### src/hw/rtl/b64le_pkg.sv
// Shared types, constants and the alphabet lookup for the base64 line encoder.
package b64le_pkg;

   // Line length limits in four-character groups.
   localparam logic [4:0] MAX_GROUPS = 5'd18;
   localparam logic [4:0] MIN_GROUPS = 5'd1;

   // ASCII codes that the encoder emits besides letters.
   localparam logic [6:0] CODE_NEWLINE = 7'd10;
   localparam logic [6:0] CODE_PAD     = 7'd61;
   localparam logic [6:0] CODE_UPPER_A = 7'd65;
   localparam logic [6:0] CODE_LOWER_A = 7'd97;
   localparam logic [6:0] CODE_DIGIT_0 = 7'd48;
   localparam logic [6:0] CODE_PLUS    = 7'd43;
   localparam logic [6:0] CODE_SLASH   = 7'd47;

   // Input beat.
   typedef struct packed {
      logic [7:0] data_byte;
      logic       last_byte;
   } req_type;

   // Output beat.
   typedef struct packed {
      logic [6:0] char_code;
      logic       run_last;
   } rsp_type;

   // One group of work handed from the front end to the back end.
   typedef struct packed {
      logic [23:0] bits;     // group bytes, first byte in the top bits
      logic [1:0]  fill;     // bytes held before the closing byte, 0..2
      logic        newline;  // a newline follows the group
   } job_type;

   // Map a six-bit value to its standard base64 character.
   function automatic logic [6:0] b64_letter(input logic [5:0] sextet);
      logic [6:0] s;
      logic [6:0] code;
      s = {1'b0, sextet};
      if (sextet < 6'd26) begin
         code = CODE_UPPER_A + s;
      end else if (sextet < 6'd52) begin
         code = CODE_LOWER_A + (s - 7'd26);
      end else if (sextet < 6'd62) begin
         code = CODE_DIGIT_0 + (s - 7'd52);
      end else if (sextet == 6'd62) begin
         code = CODE_PLUS;
      end else begin
         code = CODE_SLASH;
      end
      return code;
   endfunction

endpackage

### src/hw/rtl/b64le_front.sv
// Front end: gathers bytes into groups, tracks line position, holds the line register.
module b64le_front (
   input  logic               clock,
   input  logic               reset,
   input  logic               req_valid,
   output logic               req_ready,
   input  b64le_pkg::req_type req_data,
   input  logic               csr_valid,
   output logic               csr_ready,
   input  logic [4:0]         csr_data,
   output logic               push_valid,
   input  logic               push_ready,
   output b64le_pkg::job_type push_job
);

   logic [15:0] held_ff, held_in;
   logic [1:0]  fill_ff, fill_in;
   logic [4:0]  line_done_ff, line_done_in;
   logic [4:0]  gpl_ff, gpl_in;
   logic [4:0]  limit;
   logic [4:0]  done;
   logic        accept;
   logic        closes;

   // Always writable; the user must write it only while idle, unchecked by the block.
   assign csr_ready = 1'b1;
   assign gpl_in    = (csr_valid) ? csr_data : gpl_ff;

   // Clamp the register into the legal range of groups per line.
   always_comb begin
      if (gpl_ff == 5'd0) begin
         limit = b64le_pkg::MIN_GROUPS;
      end else if (gpl_ff > b64le_pkg::MAX_GROUPS) begin
         limit = b64le_pkg::MAX_GROUPS;
      end else begin
         limit = gpl_ff;
      end
   end

   // A beat closes a group when it completes three bytes or ends the buffer.
   assign closes    = req_data.last_byte || (fill_ff == 2'd2);
   assign req_ready = push_ready;
   assign accept    = req_valid && req_ready;
   assign push_valid = req_valid && closes;
   assign done      = line_done_ff + 5'd1;

   // Build the job for a closing beat.
   always_comb begin
      case (fill_ff)
         2'd0: begin
            push_job.bits = {req_data.data_byte, 16'h0000};
         end
         2'd1: begin
            push_job.bits = {held_ff[15:8], req_data.data_byte, 8'h00};
         end
         default: begin
            push_job.bits = {held_ff, req_data.data_byte};
         end
      endcase
      push_job.fill    = fill_ff;
      push_job.newline = req_data.last_byte || (done >= limit);
   end

   // Next group and line state.
   always_comb begin
      held_in      = held_ff;
      fill_in      = fill_ff;
      line_done_in = line_done_ff;
      if (accept) begin
         if (closes) begin
            held_in      = 16'h0000;
            fill_in      = 2'd0;
            line_done_in = (push_job.newline) ? 5'd0 : done;
         end else if (fill_ff == 2'd0) begin
            held_in = {req_data.data_byte, 8'h00};
            fill_in = 2'd1;
         end else begin
            held_in = {held_ff[15:8], req_data.data_byte};
            fill_in = 2'd2;
         end
      end
   end

   always_ff @(posedge clock) begin
      if (reset) begin
         held_ff      <= 16'h0000;
         fill_ff      <= 2'd0;
         line_done_ff <= 5'd0;
         gpl_ff       <= b64le_pkg::MAX_GROUPS;
      end else begin
         held_ff      <= held_in;
         fill_ff      <= fill_in;
         line_done_ff <= line_done_in;
         gpl_ff       <= gpl_in;
      end
   end

endmodule

### src/hw/rtl/b64le_fifo.sv
// Short job queue between the front end and the back end.
module b64le_fifo #(
   parameter int DEPTH = 2
) (
   input  logic               clock,
   input  logic               reset,
   input  logic               push_valid,
   output logic               push_ready,
   input  b64le_pkg::job_type push_job,
   output logic               pop_valid,
   input  logic               pop_ready,
   output b64le_pkg::job_type pop_job
);

   localparam int PTR_W = (DEPTH > 1) ? $clog2(DEPTH) : 1;
   localparam int CNT_W = $clog2(DEPTH + 1);
   localparam logic [PTR_W-1:0] LAST_PTR = PTR_W'(DEPTH - 1);
   localparam logic [CNT_W-1:0] FULL_CNT = CNT_W'(DEPTH);

   b64le_pkg::job_type entry_ff [DEPTH];
   logic [PTR_W-1:0] wr_ptr_ff, wr_ptr_in;
   logic [PTR_W-1:0] rd_ptr_ff, rd_ptr_in;
   logic [CNT_W-1:0] count_ff, count_in;
   logic             do_push;
   logic             do_pop;

   assign push_ready = (count_ff != FULL_CNT);
   assign pop_valid  = (count_ff != '0);
   assign pop_job    = entry_ff[rd_ptr_ff];
   assign do_push    = push_valid && push_ready;
   assign do_pop     = pop_valid && pop_ready;

   // Pointer and count updates with wrap at the queue depth.
   always_comb begin
      wr_ptr_in = wr_ptr_ff;
      rd_ptr_in = rd_ptr_ff;
      count_in  = count_ff;
      if (do_push) begin
         wr_ptr_in = (wr_ptr_ff == LAST_PTR) ? '0 : wr_ptr_ff + 1'b1;
      end
      if (do_pop) begin
         rd_ptr_in = (rd_ptr_ff == LAST_PTR) ? '0 : rd_ptr_ff + 1'b1;
      end
      if (do_push && !do_pop) begin
         count_in = count_ff + 1'b1;
      end else if (do_pop && !do_push) begin
         count_in = count_ff - 1'b1;
      end
   end

   always_ff @(posedge clock) begin
      if (reset) begin
         wr_ptr_ff <= '0;
         rd_ptr_ff <= '0;
         count_ff  <= '0;
      end else begin
         wr_ptr_ff <= wr_ptr_in;
         rd_ptr_ff <= rd_ptr_in;
         count_ff  <= count_in;
      end
   end

   // Entry storage needs no reset.
   always_ff @(posedge clock) begin
      if (do_push) begin
         entry_ff[wr_ptr_ff] <= push_job;
      end
   end

endmodule

### src/hw/rtl/b64le_back.sv
// Back end: expands each job into base64 characters, one per unstalled cycle, into an output register.
module b64le_back (
   input  logic               clock,
   input  logic               reset,
   input  logic               pop_valid,
   output logic               pop_ready,
   input  b64le_pkg::job_type pop_job,
   output logic               rsp_valid,
   input  logic               rsp_ready,
   output b64le_pkg::rsp_type rsp_data
);

   // Character positions within a job.
   localparam logic [2:0] POS_C0 = 3'd0;
   localparam logic [2:0] POS_C1 = 3'd1;
   localparam logic [2:0] POS_C2 = 3'd2;
   localparam logic [2:0] POS_C3 = 3'd3;
   localparam logic [2:0] POS_NL = 3'd4;

   b64le_pkg::job_type job_ff, job_in;
   b64le_pkg::rsp_type rsp_ff, rsp_in;
   logic       busy_ff, busy_in;
   logic [2:0] idx_ff, idx_in;
   logic       rsp_valid_ff, rsp_valid_in;
   logic       advance;
   logic       emit;
   logic       last_char;
   logic [6:0] code;

   // The output register can take a character when empty or being drained.
   assign advance   = !rsp_valid_ff || rsp_ready;
   assign emit      = busy_ff && advance;
   assign last_char = (idx_ff == POS_NL) || ((idx_ff == POS_C3) && !job_ff.newline);
   assign pop_ready = !busy_ff || (emit && last_char);

   // Select the character at the current position.
   always_comb begin
      case (idx_ff)
         POS_C0: begin
            code = b64le_pkg::b64_letter(job_ff.bits[23:18]);
         end
         POS_C1: begin
            code = b64le_pkg::b64_letter(job_ff.bits[17:12]);
         end
         POS_C2: begin
            code = (job_ff.fill == 2'd0) ? b64le_pkg::CODE_PAD
                                         : b64le_pkg::b64_letter(job_ff.bits[11:6]);
         end
         POS_C3: begin
            code = (job_ff.fill != 2'd2) ? b64le_pkg::CODE_PAD
                                         : b64le_pkg::b64_letter(job_ff.bits[5:0]);
         end
         default: begin
            code = b64le_pkg::CODE_NEWLINE;
         end
      endcase
   end

   // Sequencer and output register next state.
   always_comb begin
      job_in       = job_ff;
      busy_in      = busy_ff;
      idx_in       = idx_ff;
      rsp_in       = rsp_ff;
      rsp_valid_in = rsp_valid_ff;
      if (advance) begin
         rsp_valid_in = busy_ff;
      end
      if (emit) begin
         rsp_in.char_code = code;
         rsp_in.run_last  = last_char;
         idx_in           = idx_ff + 3'd1;
         if (last_char) begin
            busy_in = 1'b0;
         end
      end
      if (pop_ready && pop_valid) begin
         job_in  = pop_job;
         busy_in = 1'b1;
         idx_in  = POS_C0;
      end
   end

   always_ff @(posedge clock) begin
      if (reset) begin
         busy_ff      <= 1'b0;
         idx_ff       <= POS_C0;
         rsp_valid_ff <= 1'b0;
      end else begin
         busy_ff      <= busy_in;
         idx_ff       <= idx_in;
         rsp_valid_ff <= rsp_valid_in;
      end
   end

   // Payload registers need no reset.
   always_ff @(posedge clock) begin
      job_ff <= job_in;
      rsp_ff <= rsp_in;
   end

   assign rsp_valid = rsp_valid_ff;
   assign rsp_data  = rsp_ff;

   // A newline position is only reached by a job that asks for one.
   a_nl_needs_flag: assert property (@(posedge clock) disable iff (reset)
      (busy_ff && (idx_ff == POS_NL)) |-> job_ff.newline)
      else $error("newline position reached without newline flag");

   // The position counter never runs past the newline slot while busy.
   a_idx_range: assert property (@(posedge clock) disable iff (reset)
      busy_ff |-> (idx_ff <= POS_NL))
      else $error("character position out of range");

   // A new job is only taken when the previous one has finished.
   a_load_when_free: assert property (@(posedge clock) disable iff (reset)
      (pop_valid && pop_ready) |=> (busy_ff && (idx_ff == POS_C0)))
      else $error("job load did not restart the sequencer");

   // Every character emitted sits in the output register on the next cycle.
   a_emit_shows: assert property (@(posedge clock) disable iff (reset)
      emit |=> rsp_valid_ff)
      else $error("emitted character missing from output register");

endmodule

### src/hw/rtl/base64_line_encoder.sv
// Top level of the base64 line encoder: front end, job queue and back end.
// Path: the byte that closes a group is written into the job queue; the back end then loads the
// job into its job register and from there writes the first character into the output register.
// Throughput: one character per cycle while the receiver is ready, set by the back end's single
// output register; a byte is taken every cycle while the job queue has room.
// Reset: synchronous, active high; clears group and line state, empties the queue and sets
// the line length to 18 groups.
module base64_line_encoder #(
   parameter int QUEUE_DEPTH = 2
) (
   input  logic               clock,
   input  logic               reset,
   input  logic               req_valid,
   output logic               req_ready,
   input  b64le_pkg::req_type req_data,
   output logic               rsp_valid,
   input  logic               rsp_ready,
   output b64le_pkg::rsp_type rsp_data,
   input  logic               csr_valid,
   output logic               csr_ready,
   input  logic [4:0]         csr_data
);

   logic               push_valid;
   logic               push_ready;
   b64le_pkg::job_type push_job;
   logic               pop_valid;
   logic               pop_ready;
   b64le_pkg::job_type pop_job;

   // Byte intake and grouping.
   b64le_front u_front (
      .clock      (clock),
      .reset      (reset),
      .req_valid  (req_valid),
      .req_ready  (req_ready),
      .req_data   (req_data),
      .csr_valid  (csr_valid),
      .csr_ready  (csr_ready),
      .csr_data   (csr_data),
      .push_valid (push_valid),
      .push_ready (push_ready),
      .push_job   (push_job)
   );

   // Job queue.
   b64le_fifo #(
      .DEPTH (QUEUE_DEPTH)
   ) u_fifo (
      .clock      (clock),
      .reset      (reset),
      .push_valid (push_valid),
      .push_ready (push_ready),
      .push_job   (push_job),
      .pop_valid  (pop_valid),
      .pop_ready  (pop_ready),
      .pop_job    (pop_job)
   );

   // Character output.
   b64le_back u_back (
      .clock     (clock),
      .reset     (reset),
      .pop_valid (pop_valid),
      .pop_ready (pop_ready),
      .pop_job   (pop_job),
      .rsp_valid (rsp_valid),
      .rsp_ready (rsp_ready),
      .rsp_data  (rsp_data)
   );

endmodule

### config.mk
export PLATFORM = sky130hd
export DESIGN_NAME = base64_line_encoder
export DESIGN_NICKNAME = d
export VERILOG_FILES = /design/src/hw/rtl/b64le_pkg.sv /design/src/hw/rtl/b64le_front.sv /design/src/hw/rtl/b64le_fifo.sv /design/src/hw/rtl/b64le_back.sv /design/src/hw/rtl/base64_line_encoder.sv
export SDC_FILE = /design/constraint.sdc
export NUM_CORES = 1
export LEC_CHECK = 0
export ABC_AREA = 1
export BUFFER_PORTS_ARGS = -buffer_cell sky130_fd_sc_hd__buf_2
export CAP_MARGIN = 20
export CORE_ASPECT_RATIO = 0.6
export CORE_UTILIZATION = 55
export DETAILED_ROUTE_END_ITERATION = 8
export PLACE_DENSITY = 0.73
export SLEW_MARGIN = 20
export SYNTH_ARGS = -nofsm -noshare
export SYNTH_HDL_FRONTEND = slang
export SYNTH_HIERARCHICAL = 1
export SYNTH_SLANG_ARGS = --single-unit
### constraint.sdc
create_clock -name clock -period 2.25 [get_ports clock]
set_input_delay 0.45 -clock clock [delete_from_list [all_inputs] [get_ports clock]]
set_output_delay 0.45 -clock clock [all_outputs]
set_load 0.1 [all_outputs]
# == After elaboration in Yosys (flattened, before gate mapping) ==
# Memories as Yosys holds them, arrays and structs flattened. A register that Yosys moved wholly into a read port is not among the register bits.
# Cells that the tools add are included.
# op_classes
addsub,26
n_mul,0
div,0
order_cmp,14
eq_ne,12
shifts,0
mux,36
n_bitwise,0
reduce_logical,32
# op_table
cell,n
$mux W7,14
$lt A6 B6 Y1 const B,8
$pmux W24 S2,1
$mux W16,2
$add A6 B7 Y7 const A,4
$add A7 B6 Y7 const A,4
$add A7 B7 Y7 const A,4
$pmux W7 S4,1
$sub A6 B5 Y7 const B,4
$sub A6 B6 Y7 const B,4
$eq A6 B6 Y1 const B,4
$lt A6 B5 Y1 const B,4
$mux W5,3
$mux W3,4
$reduce_bool A2 Y1,5
$logic_and A1 B1 Y1,9
$mux W2,4
$mux W1,7
$eq A3 B2 Y1 const B,2
$reduce_and A2 Y1,3
$add A5 B1 Y5 const B,1
$ge A5 B5 Y1,1
$gt A5 B5 Y1 const B,1
$logic_not A1 Y1,5
other kinds (14),21
# totals
register_bits,45
latchBits,0
mem_bits_rw,54
rom_bits,0
input_bits,19
output_inout_bits,11
word_cells,134
mem_count,1
# mem_list
name,depth,width,read_ports,rd_clocked_by_memory_dff,wr,line_no,text
u_fifo.entry_ff,2,27,1,1,1,b64le_fifo.sv:20,b64le_pkg::job_type entry_ff [DEPTH];

# == Depth between registers and ports, before layout ==
# Gate-level depths: netlist of the first run.
# logic_depth
ltp_word,9
mapped_depth,14
mapped_depth_nobuf,14

# == Cells and area by module ==
# Netlist of the first run, hierarchy kept.
# modules_own_cells
mod,instances,cells_per_inst,area_per_inst_um2,seq_area_each_um2
b64le_back,1,436,3153.0,1151.1
b64le_fifo,1,121,2290.9,1721.7
b64le_front,1,239,1576.5,560.5

# == Worst setup path after synthesis of the first run ==
# OpenSTA, ideal clock, no wires.
# synth_timing
path_type,input to register
startpoint,input port req_data[0] (netlist bit)
endpoint,"memory u_fifo/entry_ff[1][0] (netlist bit), enable pin"
arrival_time_ns,1.950
t_required_ns,1.839
setup_slack_ns,-0.111
cell_stages,5
n_path_buf,1
cell_sequence,buf_6 -> a21oi_1 -> nor2_1 -> nand2_1 -> nor2_1
# synth_between
elab_chain_cells,5
# synth_rtl
item,line_no,text
from (decl),base64_line_encoder.sv:15,"input b64le_pkg::req_type req_data,"
$logic_or A1 B1 Y1,b64le_front.sv:41,assign closes = req_data.last_byte || (fill_ff == 2'd2);
$logic_and A1 B1 Y1,b64le_front.sv:44,assign push_valid = req_valid && closes;
named net push_valid,base64_line_encoder.sv:24,logic push_valid;
$logic_and A1 B1 Y1,b64le_fifo.sv:30,assign do_push = push_valid && push_ready;
$mux W1,b64le_fifo.sv:65,if (do_push) begin
$mux W1 (implied by the code),b64le_fifo.sv:66,entry_ff[wr_ptr_ff] <= push_job;
to (decl),b64le_fifo.sv:20,
# The timed path passes the listed nets, and every way through them passes these cells.

# == Final worst setup path of the first run ==
# layout_timing
startpoint,register u_back.idx_ff[1]
endpoint,register u_fifo.count_ff[1]
# layout_between
elab_chain_cells,9
# layout_rtl
item,line_no,text
from (decl),b64le_back.sv:23,"logic [2:0] idx_ff, idx_in;"
from (signal assigned),b64le_back.sv:91,idx_ff <= idx_in;
$eq A3 B2 Y1,b64le_back.sv:33,assign last_char = (idx_ff == POS_NL) || ((idx_ff == POS_C3) && !job_ff.newline);
$logic_and A1 B1 Y1,b64le_back.sv:33,
$logic_or A1 B1 Y1 *,b64le_back.sv:33,
named net u_back.last_char,b64le_back.sv:27,logic last_char;
$logic_and A1 B1 Y1 *,b64le_back.sv:34,assign pop_ready = !busy_ff || (emit && last_char);
$logic_or A1 B1 Y1 *,b64le_back.sv:34,
named net pop_ready,base64_line_encoder.sv:28,logic pop_ready;
$logic_and A1 B1 Y1 *,b64le_fifo.sv:31,assign do_pop = pop_valid && pop_ready;
$logic_not A1 Y1,b64le_fifo.sv:44,if (do_push && !do_pop) begin
$logic_and A1 B1 Y1,b64le_fifo.sv:44,
$mux W2 / $reduce_bool A2 Y1 (equally long branches),n/a,
to (signal assigned),b64le_fifo.sv:59,count_ff <= count_in;
to (decl),b64le_fifo.sv:23,"logic [CNT_W-1:0] count_ff, count_in;"
# Mark *: on every way through the listed nets, which the timed path passes. The rest lies on a longest branch.
# A chain may end at the register's enable or synchronous reset.

==> impl_results.md, run 1 <==
- Status: complete, no violations
- Met2 WL post-DR: 6.77 mm
- Largest net degree at the start of global routing: 31
- Reg2reg start: u_back/idx_ff[1]
- Final setup fails: 0
- CP endpoint kind: flop
- Clock buffer depth: 2
- GRT overflow: 0
- RSZ-0062 raised after global routing: false
- R2r endpoint: u_fifo/count_ff[1]
- Hold path cells: 3
- Hold Buf Count CTS: 0
- Tcrit/Tclk final: 89.2%
- Unique masters post-synth: 43
- Clk sinks: 127
- Chip Width: 148 um
- Clock latency on the worst-skew pair: 410 ps
- # port buffers: 28
- Power Dens Cells: 1410 mW/mm^2
- Post-CTS setup buffer count: 0
- Syn avg cell area: 8.82 um^2
- Critical Path Start: u_back/idx_ff[1]
- Fillers: 1010
- MaxCap Viol Count: 0
- CP Class: reg2reg
- Row cnt: 31
- Commonest non-fill, non-tap cell in the layout: nand2_1
- Final #Nets: 883
- PnR Total Power: 11.1 mW
- Hold Vio Cnt, Final: 0
- Post-synthesis sequential area ratio: 48.9%
- CTS tree: built
- Die area: 0.0132 mm^2
- Max-slew headroom: 63.6%
- Area growth syn-to-layout: 12.1%
- Vias: 5450
- WL final: 15.3 mm
- Clk slew on worst S/H paths: 60 ps
- Core Region: 0.0123 mm^2
- CP required: 2600 ps
- Die Y: 89.5 um
- Initial DRT Pass Iterations: 7
- Syn_nets: 847
- Hold Path End: u_front/gpl_ff[1]
- Crit path launch type: flop
- R2r setup slk: 240 ps
- Setup TNS: 0 ps
- Mapped Cells: 796
- Vias in the first global route: 4944
- Hold Path Origin: csr_data[1]
- Post-route met1 wirelength: 7.14 mm
- Initial antenna violation count: 0
- Total clock buffers created by CTS: 17
- Max Fclk: 499 MHz
- Least-Margin Pin Slew: 540 ps
- Highest Signal Layer: met4
- Ys Warns: 6
- R2R cell count: 13
- Data arrival time of the worst path: 2360 ps
- DP HPWL: 11.2 mm
- GPL Wtd Cong: 0.893
- Resize count post-CTS: 0
- Yosys reg bits: 127
- Max Slew Vio Count: 0
- Root Buffer: clkbuf_16
- First-pass GRT wire length: 24.9 mm
- DR vias/cell: 5.40
- Worst IR drop on VDD: 0.646 mV
- Initial drt markers: 591
- H-tree Lvls: 4
- Met3 WL: 1.16 mm
- Layout cell share with drive strength beyond 1: 13.7%
- Post-layout minimum cycle time: 2010 ps
- Wirelength per Cell: 15.1 um
- Starting Density: 57.3%
- # DRC: 0
- HP Class: in2reg
- Inserted Diodes: 0
- Setup Skew: 11.0 ps
- Leak: 3.43 nW
- Crit Path Max Fanout: 5
- Most frequent cells in the layout: nand2_1, inv_1, edfxtp_1
- Synth Cell Area: 0.00702 mm^2
- I/O Pins: 30
- Gr usage total: 24.9%
- Detail Route Antenna Nets: 0
-- synth_stat cells (all sizes together) --
cell | instances | area [um^2]
xor2 | 6 | 52.6
inv | 108 | 408
xnor2 | 4 | 35.0
ha | 32 | 400
a21oi | 41 | 205
o2111ai | 2 | 17.5
mux2 | 27 | 379
a211oi | 4 | 30.0
nand3 | 56 | 280
nor2 | 64 | 294
o22ai | 1 | 6.26
nor3b | 1 | 7.51
nor3 | 3 | 26.3
nand2 | 228 | 873
o21a | 1 | 7.51
conb | 1 | 3.75
edfxtp | 89 | 2670
or2 | 2 | 12.5
o21bai | 2 | 15.0
buf | 16 | 148
nand3b | 2 | 15.0
dfxtp | 38 | 761
o211ai | 7 | 52.6
nor4 | 1 | 6.26
o21ai | 47 | 239
clkbuf | 4 | 16.3
nand4 | 9 | 56.3
-- flip-flops by register name (all words and copies together), names as in the netlist, 2 cells and up, named ones only --
| name | count |
|---|---|
| u_fifo/count_ff | 2 |
| u_front/held_ff | 16 |
| u_back/idx_ff | 3 |
| u_front/line_done_ff | 5 |
| u_front/gpl_ff | 5 |
| u_fifo/entry_ff | 54 |
| u_back/job_ff | 27 |
| u_front/fill_ff | 2 |
| u_back/rsp_data | 8 |
-- cell type report --
type	instances	area, um^2	share of cell area [%]
Sequential cell	127	3430	43.6
Multi-Input combinational cell	541	3020	38.4
Clock buffer	20	447	5.68
Inverter	108	408	5.18
Timing Repair Buffer	37	245	3.12
Tap cell	165	206	2.62
Clock inverter	12	109	1.38
-- report_power, final --
group	internal [mW]	total [mW]	switching [mW]
Clock	1.55	2.55	0.996
Combinational	1.57	4.71	3.13
Sequential	3.26	3.82	0.558
-- critical path: stages, from the launching register on --
cell and delay [ps]:
dfxtp_1 380, ha_1 170, ha_1 160, inv_1 60, o22ai_1 220, nand2_1 90
nand2_1 170, nand2_1 80, ha_1 300, inv_1 80, nand3_1 70, nand2_1 60
inv_1 30, nor2_1 80
-- routing by layer --
layer | global-route usage [%] | vias up
li1 | - | 2706
met1 | 34.5 | 2491
met2 | 39.1 | 230
met3 | 6.07 | 23
met4 | 7.22 | 0
met5 | 0 | -
-- how the worst max path moves through the flow --
| stage | end | slack [ps] | cells after the start |
|---|---|---|---|
| after floorplan | u_fifo/entry_ff[1][0] | -110 | 5 |
| after global placement | u_fifo/entry_ff[1][0] | 310 | 11 |
| after detailed placement | u_fifo/count_ff[1] | 280 | 13 |
| after CTS | u_fifo/count_ff[1] | 250 | 13 |
| after global routing | u_fifo/count_ff[1] | 50 | 13 |
| final | u_fifo/count_ff[1] | 240 | 13 |
-- through the flow --
step	hold slack (ps)	util [%]	cell area, um^2	instances	setup WS (ps)
2_1_floorplan	444	-	7020	796	-111
3_3_place_gp	453	59.7	7310	978	310
5_1_grt	257	64.2	7870	1010	45.0
3_5_place_dp	458	59.7	7310	978	278
4_1_cts	245	64.2	7870	1010	246
6_report	264	64.2	7870	1010	244
-- logic make-up after synthesis --
group                    count (synthesis)  synth area share, %
AO/OA/AOI/OAI                          105                 8.16
XOR/XNOR                                10                 1.25
adder cells (fa/ha/maj)                 32                 5.70
buffers and inverters                  128                 8.14
flip-flops                             127                 48.9
multiplexers                            27                 5.40
other                                    1               0.0534
AND/OR/NAND/NOR                        366                 22.4
(Power assumes the default switching activity.)
==> run 2: changes to the inputs <==
--- a/config.mk
+++ b/config.mk
@@ -5,7 +5,6 @@
 export SDC_FILE = /design/constraint.sdc
 export NUM_CORES = 1
 export LEC_CHECK = 0
-export ABC_AREA = 1
 export BUFFER_PORTS_ARGS = -buffer_cell sky130_fd_sc_hd__buf_2
 export CAP_MARGIN = 20
 export CORE_ASPECT_RATIO = 0.6
==> run 2 against run 1 <==
Die area fell by 6.1%. Largest cell class unchanged. The flow now finishes with violations (negative setup slack). Clock power rose by 6%. Non-clock buffer count rose by 38. Global-route usage rose by 1.2 points. Critical path type unchanged. Largest power group unchanged.
==> impl_results.md, run 2 <==
- Clock share of power: 24.5% (+1.5 points)
- CTS tree: built
- Post-Synth Adder-Cell Area: 6.23% (+0.53 points)
- Die area: 0.0124 mm^2 (-6.1%)
- Syn_nets: 638 (-25%)
- RSZ-0062 raised after global routing: true
- Main synth FF type: edfxtp_1
- Yosys reg bits: 127 (unchanged)
- Post-synth top cells: edfxtp_1, nor2_1, nand2_1
- Post-Synth XOR/XNOR Area: 2.39% (+1.1 points)
- Root Buffer: clkbuf_16
- Final hold slack: 259 ps (-4.86 ps)
- Largest registers: u_fifo/entry_ff: 54 flops, u_back/job_ff: 27 flops, u_front/held_ff: 16 flops
- Least-Margin Pin Slew: 1030 ps (+489 ps)
- Area after DPL: 0.00708 mm^2 (-3.3%)
- PnR Total Power: 11.1 mW (about the same)
- Status: finished, violations left
- Initial DRT Pass Iterations: 5 (-2)
- Crit path launch type: flop
- Reg with most FFs: u_fifo/entry_ff
- Area leader, netlist: edfxtp_1
- Mux contribution to synthesized area: 7.52% (+2.1 points)
- Gr usage total: 26.0% (+1.2 points)
- Initial antenna violation count: 0 (unchanged)
- DP HPWL: 10.2 mm (-9.5%)
- # port buffers: 28 (unchanged)
- CP required: 2400 ps (-200 ps)
- Failing checks: negative setup slack
- First-pass GRT wire length: 24.2 mm (-2.8%)
- Hold Vio Cnt, Final: 0 (unchanged)
- Data arrival time of the worst path: 2440 ps (+80 ps)
- Largest cells by area after synthesis: edfxtp_1, dfxtp_1, mux2_2, ha_1, nor2_1
- Commonest non-fill, non-tap cell in the layout: edfxtp_1
- Fin worst setup slack: -36.1 ps (-280 ps)
- Max Slew Vio Count: 0 (unchanged)
- Slowest stage cell on the critical path: o311ai_0
- CP Class: reg2reg
- Ys Warns: 6 (unchanged)
- Clk slew on worst S/H paths: 60 ps (about the same)
- Worst IR drop on VDD: 0.712 mV (+10%)
- Die Y: 86.8 um (-3.1%)
- Worst-path cell chain: inv_1, ha_1, a21o_1, a21oi_4, o311ai_0, o21ai_0, or3_1
- Internal power: 6.64 mW (+3.9%)
- Row cnt: 30 (-3.2%)
- Most frequent cells in the layout: edfxtp_1, nor2_1, nand2_1
- WL final: 15.2 mm (-0.90%)
- Detail Route Antenna Nets: 0 (unchanged)
- Largest net degree at the start of global routing: 36 (+16%)
- Chip Width: 143 um (-3.1%)
- Fin util: 68.1% (+3.9 points)
- CP endpoint kind: flop
- Post-synthesis sequential area ratio: 52.1% (+3.2 points)
- Core Region: 0.0115 mm^2 (-6.3%)
- Max-slew headroom: 31.3% (-32 points)
- Area growth syn-to-layout: 18.8%
- Clock latency on the worst-skew pair: 420 ps (about the same)
- Comb pwr share: 43.1% (+0.6 points)
- Total clock buffers created by CTS: 17 (unchanged)
- Clk sinks: 127 (unchanged)
- DR vias/cell: 5.99 (+11%)
- GRT overflow: 0 (unchanged)
- Inserted Diodes: 0 (unchanged)
- Crit Path Max Fanout: 6 (+1)
- I/O Pins: 30 (unchanged)
- Unique masters post-synth: 67 (+56%)
- Max stage delay on crit path: 500 ps (+120 ps)
- Largest register FFs: 54 (unchanged)
- Switching share of power: 40.0% (-2.3 points)
- Post-layout minimum cycle time: 2290 ps (+280 ps)
- Reg power frac: 32.5% (-2.0 points)
- Max Fclk: 437 MHz (-12%)
- Clock buffer depth: 2 (unchanged)
- Crit path buf inv count: 1 (-2)
- Post-Synth Simple-Gate Area: 12.5% (-9.9 points)
- Mapped Cells: 587 (-26%)
- HP Class: in2reg
- # DRC: 0 (unchanged)
- Top Family by Delay on Critical Path: compound AO/OA/AOI/OAI gates
- Most numerous cell in the Yosys netlist: edfxtp_1
- Vias: 4966 (-8.9%)
- GPL Wtd Cong: 0.968 (+8.4%)
- Initial drt markers: 474 (-20%)
- EDFF count, synth: 89 (unchanged)
- Largest family of logic cells by synthesized area: compound AO/OA/AOI/OAI gates
- Starting Density: 57.3% (about the same)
- H-tree Lvls: 4 (unchanged)
- Wirelength per Cell: 18.3 um (+21%)
- Leak: 3.02 nW (-12%)
- Setup TNS: -62.0 ps (-62.0 ps)
- Final #Nets: 707 (-20%)
- Layout cell share with drive strength beyond 1: 26.5% (+13 points)
- Vias in the first global route: 4646 (-6.0%)
- Power Dens Cells: 1410 mW/mm^2 (+0.52%)
- Compound-Gate Fraction of Synth Area: 15.2% (+7.0 points)
- Ys async rst share: 0% (unchanged)
- MaxCap Viol Count: 0 (unchanged)
- Setup Skew: 13.6 ps (+2.62 ps)
- Synth Cell Area: 0.00659 mm^2 (-6.2%)
- Final instance area: 0.00782 mm^2 (-0.60%)
- Syn avg cell area: 11.2 um^2 (+27%)
- Final setup fails: 3 (+3)
- Top cell type's share of synthesized area: 40.6% (+2.5 points)
- Tcrit/Tclk final: 102% (+12 points)
- Sw Pwr: 4.43 mW (-5.5%)
-- run 2: cell types whose count changed after synthesis, sizes merged, moves of 9 or more --
cell | before | now
mux2 | 27 | 36
nand3 | 56 | 11
nor2 | 64 | 54
nor2b | 0 | 10
inv | 108 | 31
mux2i | 0 | 9
o21ai | 47 | 22
nand2 | 228 | 46
a22oi | 0 | 22
and2 | 0 | 11
-- run 2: logic make-up after synthesis --
family / count (synthesis)
adders and majority gates: 33
and+or+nand+nor: 168
muxes: 45
buffers and inverters: 56
DFF: 127
xor gates and xnor gates: 18
other: 1
AOI/OAI and AO/OA: 139
-- run 2: worst paths after layout --
path / startpoint / endpoint / slack (ps) / cells past startpoint
max: u_back/job_ff[23] / u_back/rsp_data[6] / -40 / 7
min: csr_data[1] / u_front/gpl_ff[1] / 260 / 3
max reg2reg: u_back/job_ff[23] / u_back/rsp_data[6] / -40 / 7
min reg2reg: u_front/held_ff[15] / u_front/held_ff[15] / 500 / 2
-- run 2: power groups by stage --
stage | logic [mW] | registers [mW] | clock network [mW]
4_1_cts | 4.42 | 3.59 | 2.74
2_1_floorplan | 2.75 | 4.01 | 0
3_5_place_dp | 4.27 | 3.63 | 0
6_report | 4.76 | 3.59 | 2.71
3_3_place_gp | 4.14 | 3.60 | 0
5_1_grt | 5.15 | 3.65 | 2.85
-- run 2: area by class of cell --
type                    count  area, um^2
multi-input cells         404        2950
fillers                   859        3660
clock buffers              18         429
repair buffers             75         531
flip-flops and latches    127        3430
well taps                 160         200
inverters                  31         116
clock inverters            14         160
-- run 2: tightest hold or removal path, delay by kind of cell --
| kind | cells | cell delay [ps] |
|---|---|---|
| muxes | 1 | 60 |
| and+or+nand+nor | 1 | 60 |
| buffers and inverters | 1 | 70 |
-- run 2: layer usage --
metal	track usage [%]	wire [um]	up-vias
li1	-	-	2303
met1	38.0	7230	2370
met2	39.3	6600	280
met3	5.03	1210	13
met4	7.93	119	0
met5	0	0	-
-- run 2: per-stage QoR --
stage	worst slack, ps	std cells
detailed placement	-13.9	784
global route	-142	829
floorplan	24.5	587
CTS	0.382	819
global placement	2.01	784
finish	-36.1	829
-- run 2: timing repair --
action,in CTS,in global routing
resized for setup,12,12
hold buffers,0,0
buffers inserted,3,10
cloned,0,0
setup endpoints to repair,3,8
pin swaps,3,4
==> run 3: changes to the inputs <==
--- a/config.mk
+++ b/config.mk
@@ -10,7 +10,7 @@
 export CORE_ASPECT_RATIO = 0.6
 export CORE_UTILIZATION = 55
 export DETAILED_ROUTE_END_ITERATION = 8
-export PLACE_DENSITY = 0.73
+export PLACE_DENSITY = 0.7
 export SLEW_MARGIN = 20
 export SYNTH_ARGS = -nofsm -noshare
 export SYNTH_HDL_FRONTEND = slang
==> constraint.sdc (replaced) <==
create_clock -name clock -period 2.5 [get_ports clock]
set_input_delay 0.5 -clock clock [delete_from_list [all_inputs] [get_ports clock]]
set_output_delay 0.5 -clock clock [all_outputs]
set_load 0.1 [all_outputs]
==> run 3 against run 2 <==
Setup slack gained 140 ps. Final area shrank 4.3%. Clock skew shrank 3.4 ps. Highest routed layer unchanged. Via count shrank 4.3%. Sequential share of layout area grew 1.9 points. Non-clock buffer count shrank 29. First-iteration DRC count shrank 2.1%. Worst hold slack gained 46 ps. The run now ends clean. Register-to-register slack gained 140 ps. Power shrank 16%. Clock-buffer cell count shrank 1. Die area is the same.
==> impl_results.md, run 3 (same netlist as run 2, synthesis figures left out) <==
- Status: complete, no violations
- Hold Path End: u_front/gpl_ff[1]
- DR vias/cell: 5.94 (-0.80%)
- First-pass GRT wire length: 23.1 mm (-4.7%)
- CP Class: reg2reg
- Clock latency on the worst-skew pair: 410 ps (about the same)
- Final #Nets: 678 (-4.1%)
- Clk slew on worst S/H paths: 60 ps (about the same)
- Root Buffer: clkbuf_16
- Max stage delay on crit path: 500 ps (about the same)
- Max Fclk: 417 MHz (-4.6%)
- Die area: 0.0124 mm^2 (unchanged)
- Initial drt markers: 464 (-2.1%)
- Starting Density: 57.3% (unchanged)
- Met1 Track Usage GR: 37.9% (-0.18 points)
- Initial DRT Pass Iterations: 5 (unchanged)
- Chip Width: 143 um (unchanged)
- Crit path buf inv count: 1 (unchanged)
- Clock buffer depth: 2 (unchanged)
- Post-layout minimum cycle time: 2400 ps (+111 ps)
- R2R cell count: 8 (+1)
- Area after DPL: 0.00693 mm^2 (-2.1%)
- GRT overflow: 0 (unchanged)
- Hold Path Origin: csr_data[1]
- Row cnt: 30 (unchanged)
- # port buffers: 28 (unchanged)
- HP Class: in2reg
- GPL Wtd Cong: 0.863 (-11%)
- Worst-path cell chain: inv_1, ha_1, a211oi_2, or2_4, a21oi_1, mux2i_1, o221ai_1, or4b_1
- MaxCap Viol Count: 0 (unchanged)
- Wirelength per Cell: 18.1 um (-1.2%)
- Clk sinks: 127 (unchanged)
- CP required: 2640 ps (+240 ps)
- Setup TNS: 0 ps (+62.0 ps)
- RSZ-0062 raised after global routing: false
- Tcrit/Tclk final: 95.9% (-5.7 points)
- # DRC: 0 (unchanged)
- Area growth syn-to-layout: 13.7%
- H-tree Lvls: 4 (unchanged)
- Top Family by Delay on Critical Path: simple AND/OR/NAND/NOR gates
- Largest register FFs: 54 (unchanged)
- Fillers: 896 (+4.3%)
- Max Slew Vio Count: 0 (unchanged)
- R2r endpoint: u_back/rsp_data[3]
- Core Region: 0.0115 mm^2 (unchanged)
- DP HPWL: 10.7 mm (+5.2%)
- GR peak layer: met1
- Die Y: 86.8 um (unchanged)
- Hold path cells: 3 (unchanged)
- WL final: 14.5 mm (-4.6%)
- Largest net degree at the start of global routing: 36 (unchanged)
- Post-CTS setup buffer count: 0 (-3)
- Largest registers: u_fifo/entry_ff: 54 flops, u_back/job_ff: 27 flops, u_front/held_ff: 16 flops
- Least-Margin Pin Slew: 664 ps (-365 ps)
- Multi-input gate area: 0.00289 mm^2 (-2.0%)
- Hold Vio Cnt, Final: 0 (unchanged)
- Layout cell share with drive strength beyond 1: 20.5% (-6.0 points)
- Commonest non-fill, non-tap cell in the layout: edfxtp_1
- Reg2reg start: u_back/job_ff[17]
- Initial antenna violation count: 0 (unchanged)
- Global-route met2 utilization: 35.2% (-4.1 points)
- Slowest stage cell on the critical path: edfxtp_1
- Final setup fails: 0 (-3)
- Crit path launch type: flop
- Crit Path Max Fanout: 7 (+1)
- Leak: 2.85 nW (-5.6%)
- Gr usage total: 25.1% (-0.92 points)
- Resize count post-CTS: 0 (-12)
- PnR Total Power: 9.32 mW (-16%)
- Hold Buf Count CTS: 0 (unchanged)
- Power Dens Cells: 1250 mW/mm^2 (-12%)
- Inserted Diodes: 0 (unchanged)
- GRT met3 Usage: 6.41% (+1.4 points)
- Final instance area: 0.00749 mm^2 (-4.3%)
- R2r setup slk: 100 ps (+140 ps)
- Reg with most FFs: u_fifo/entry_ff
- I/O Pins: 30 (unchanged)
- CP endpoint kind: flop
- Total clock buffers created by CTS: 17 (unchanged)
- Sequential cell area: 0.00343 mm^2 (about the same)
- Vias in the first global route: 4345 (-6.5%)
- Setup Skew: 10.2 ps (-3.35 ps)
- Most frequent cells in the layout: edfxtp_1, nor2_1, nand2_1
- Data arrival time of the worst path: 2540 ps (+100 ps)
- CTS tree: built
- Max-slew headroom: 55.5% (+24 points)
- Detail Route Antenna Nets: 0 (unchanged)
- Worst IR drop on VDD: 0.589 mV (-17%)
- Vias: 4754 (-4.3%)
run 3: cell types whose count changed in the layout (fill, tap and decap cells not counted), moves of 2 or more:
cell,previous run,this run
buf_12,3,1
o21ai_0,16,18
buf_4,44,17
inv_1,29,31
ha_1,27,32
ha_2,5,0
a2111oi_0,1,4
and2_1,9,11
a2111oi_2,2,0
inv_6,1,5
inv_2,2,0
bufinv_16,2,0
o21ai_2,2,0
run 3: cell type report:
type,instances,area share [%]
Multi-Input combinational cell,404,38.6
Inverter,31,1.55
Clock inverter,15,1.75
Clock buffer,17,5.68
Sequential cell,127,45.9
Timing Repair Buffer,46,3.84
Tap cell,160,2.67
run 3: how the worst max path moves through the flow:
stage | from | endpoint | slack, ps | cells past startpoint
3_5_place_dp | u_back/job_ff[17] | u_back/rsp_data[3] | 140 | 8
3_3_place_gp | u_back/job_ff[17] | u_back/rsp_data[3] | 190 | 8
6_report | u_back/job_ff[17] | u_back/rsp_data[3] | 100 | 8
4_1_cts | u_back/idx_ff[1] | u_fifo/count_ff[1] | 120 | 9
5_1_grt | u_back/job_ff[6] | u_back/rsp_data[3] | 10 | 8
2_1_floorplan | u_back/rsp_valid | u_back/idx_ff[2] | 8 | 5
run 3: layer usage:
| layer | share of wire [%] | wire length [um] |
|---|---|---|
| met1 | 50 | 7230 |
| met2 | 42 | 6040 |
| met3 | 7.7 | 1110 |
| met4 | 0.53 | 76 |
| met5 | 0 | 0 |
run 3: tightest hold or removal path, stage by stage:
cell     delay (ps)
buf_2            70
mux2i_1          60
nand2_1          60
run 3: stage by stage:
step / cells / setup slack [ps] / util [%] / hold slack, ps
global route: 800 / 13.6 / 65.2 / 309
detailed placement: 768 / 145 / 60.3 / 459
finish: 800 / 103 / 65.2 / 305
global placement: 768 / 194 / 60.3 / 450
floorplan: 587 / 7.53 / - / 444
CTS: 800 / 121 / 65.2 / 288
run 3: where the power goes:
| part | internal [mW] | switching (mW) | total, mW |
|---|---|---|---|
| Clock | 1.30 | 0.983 | 2.28 |
| Sequential | 2.84 | 0.442 | 3.28 |
| Combinational | 1.37 | 2.39 | 3.76 |
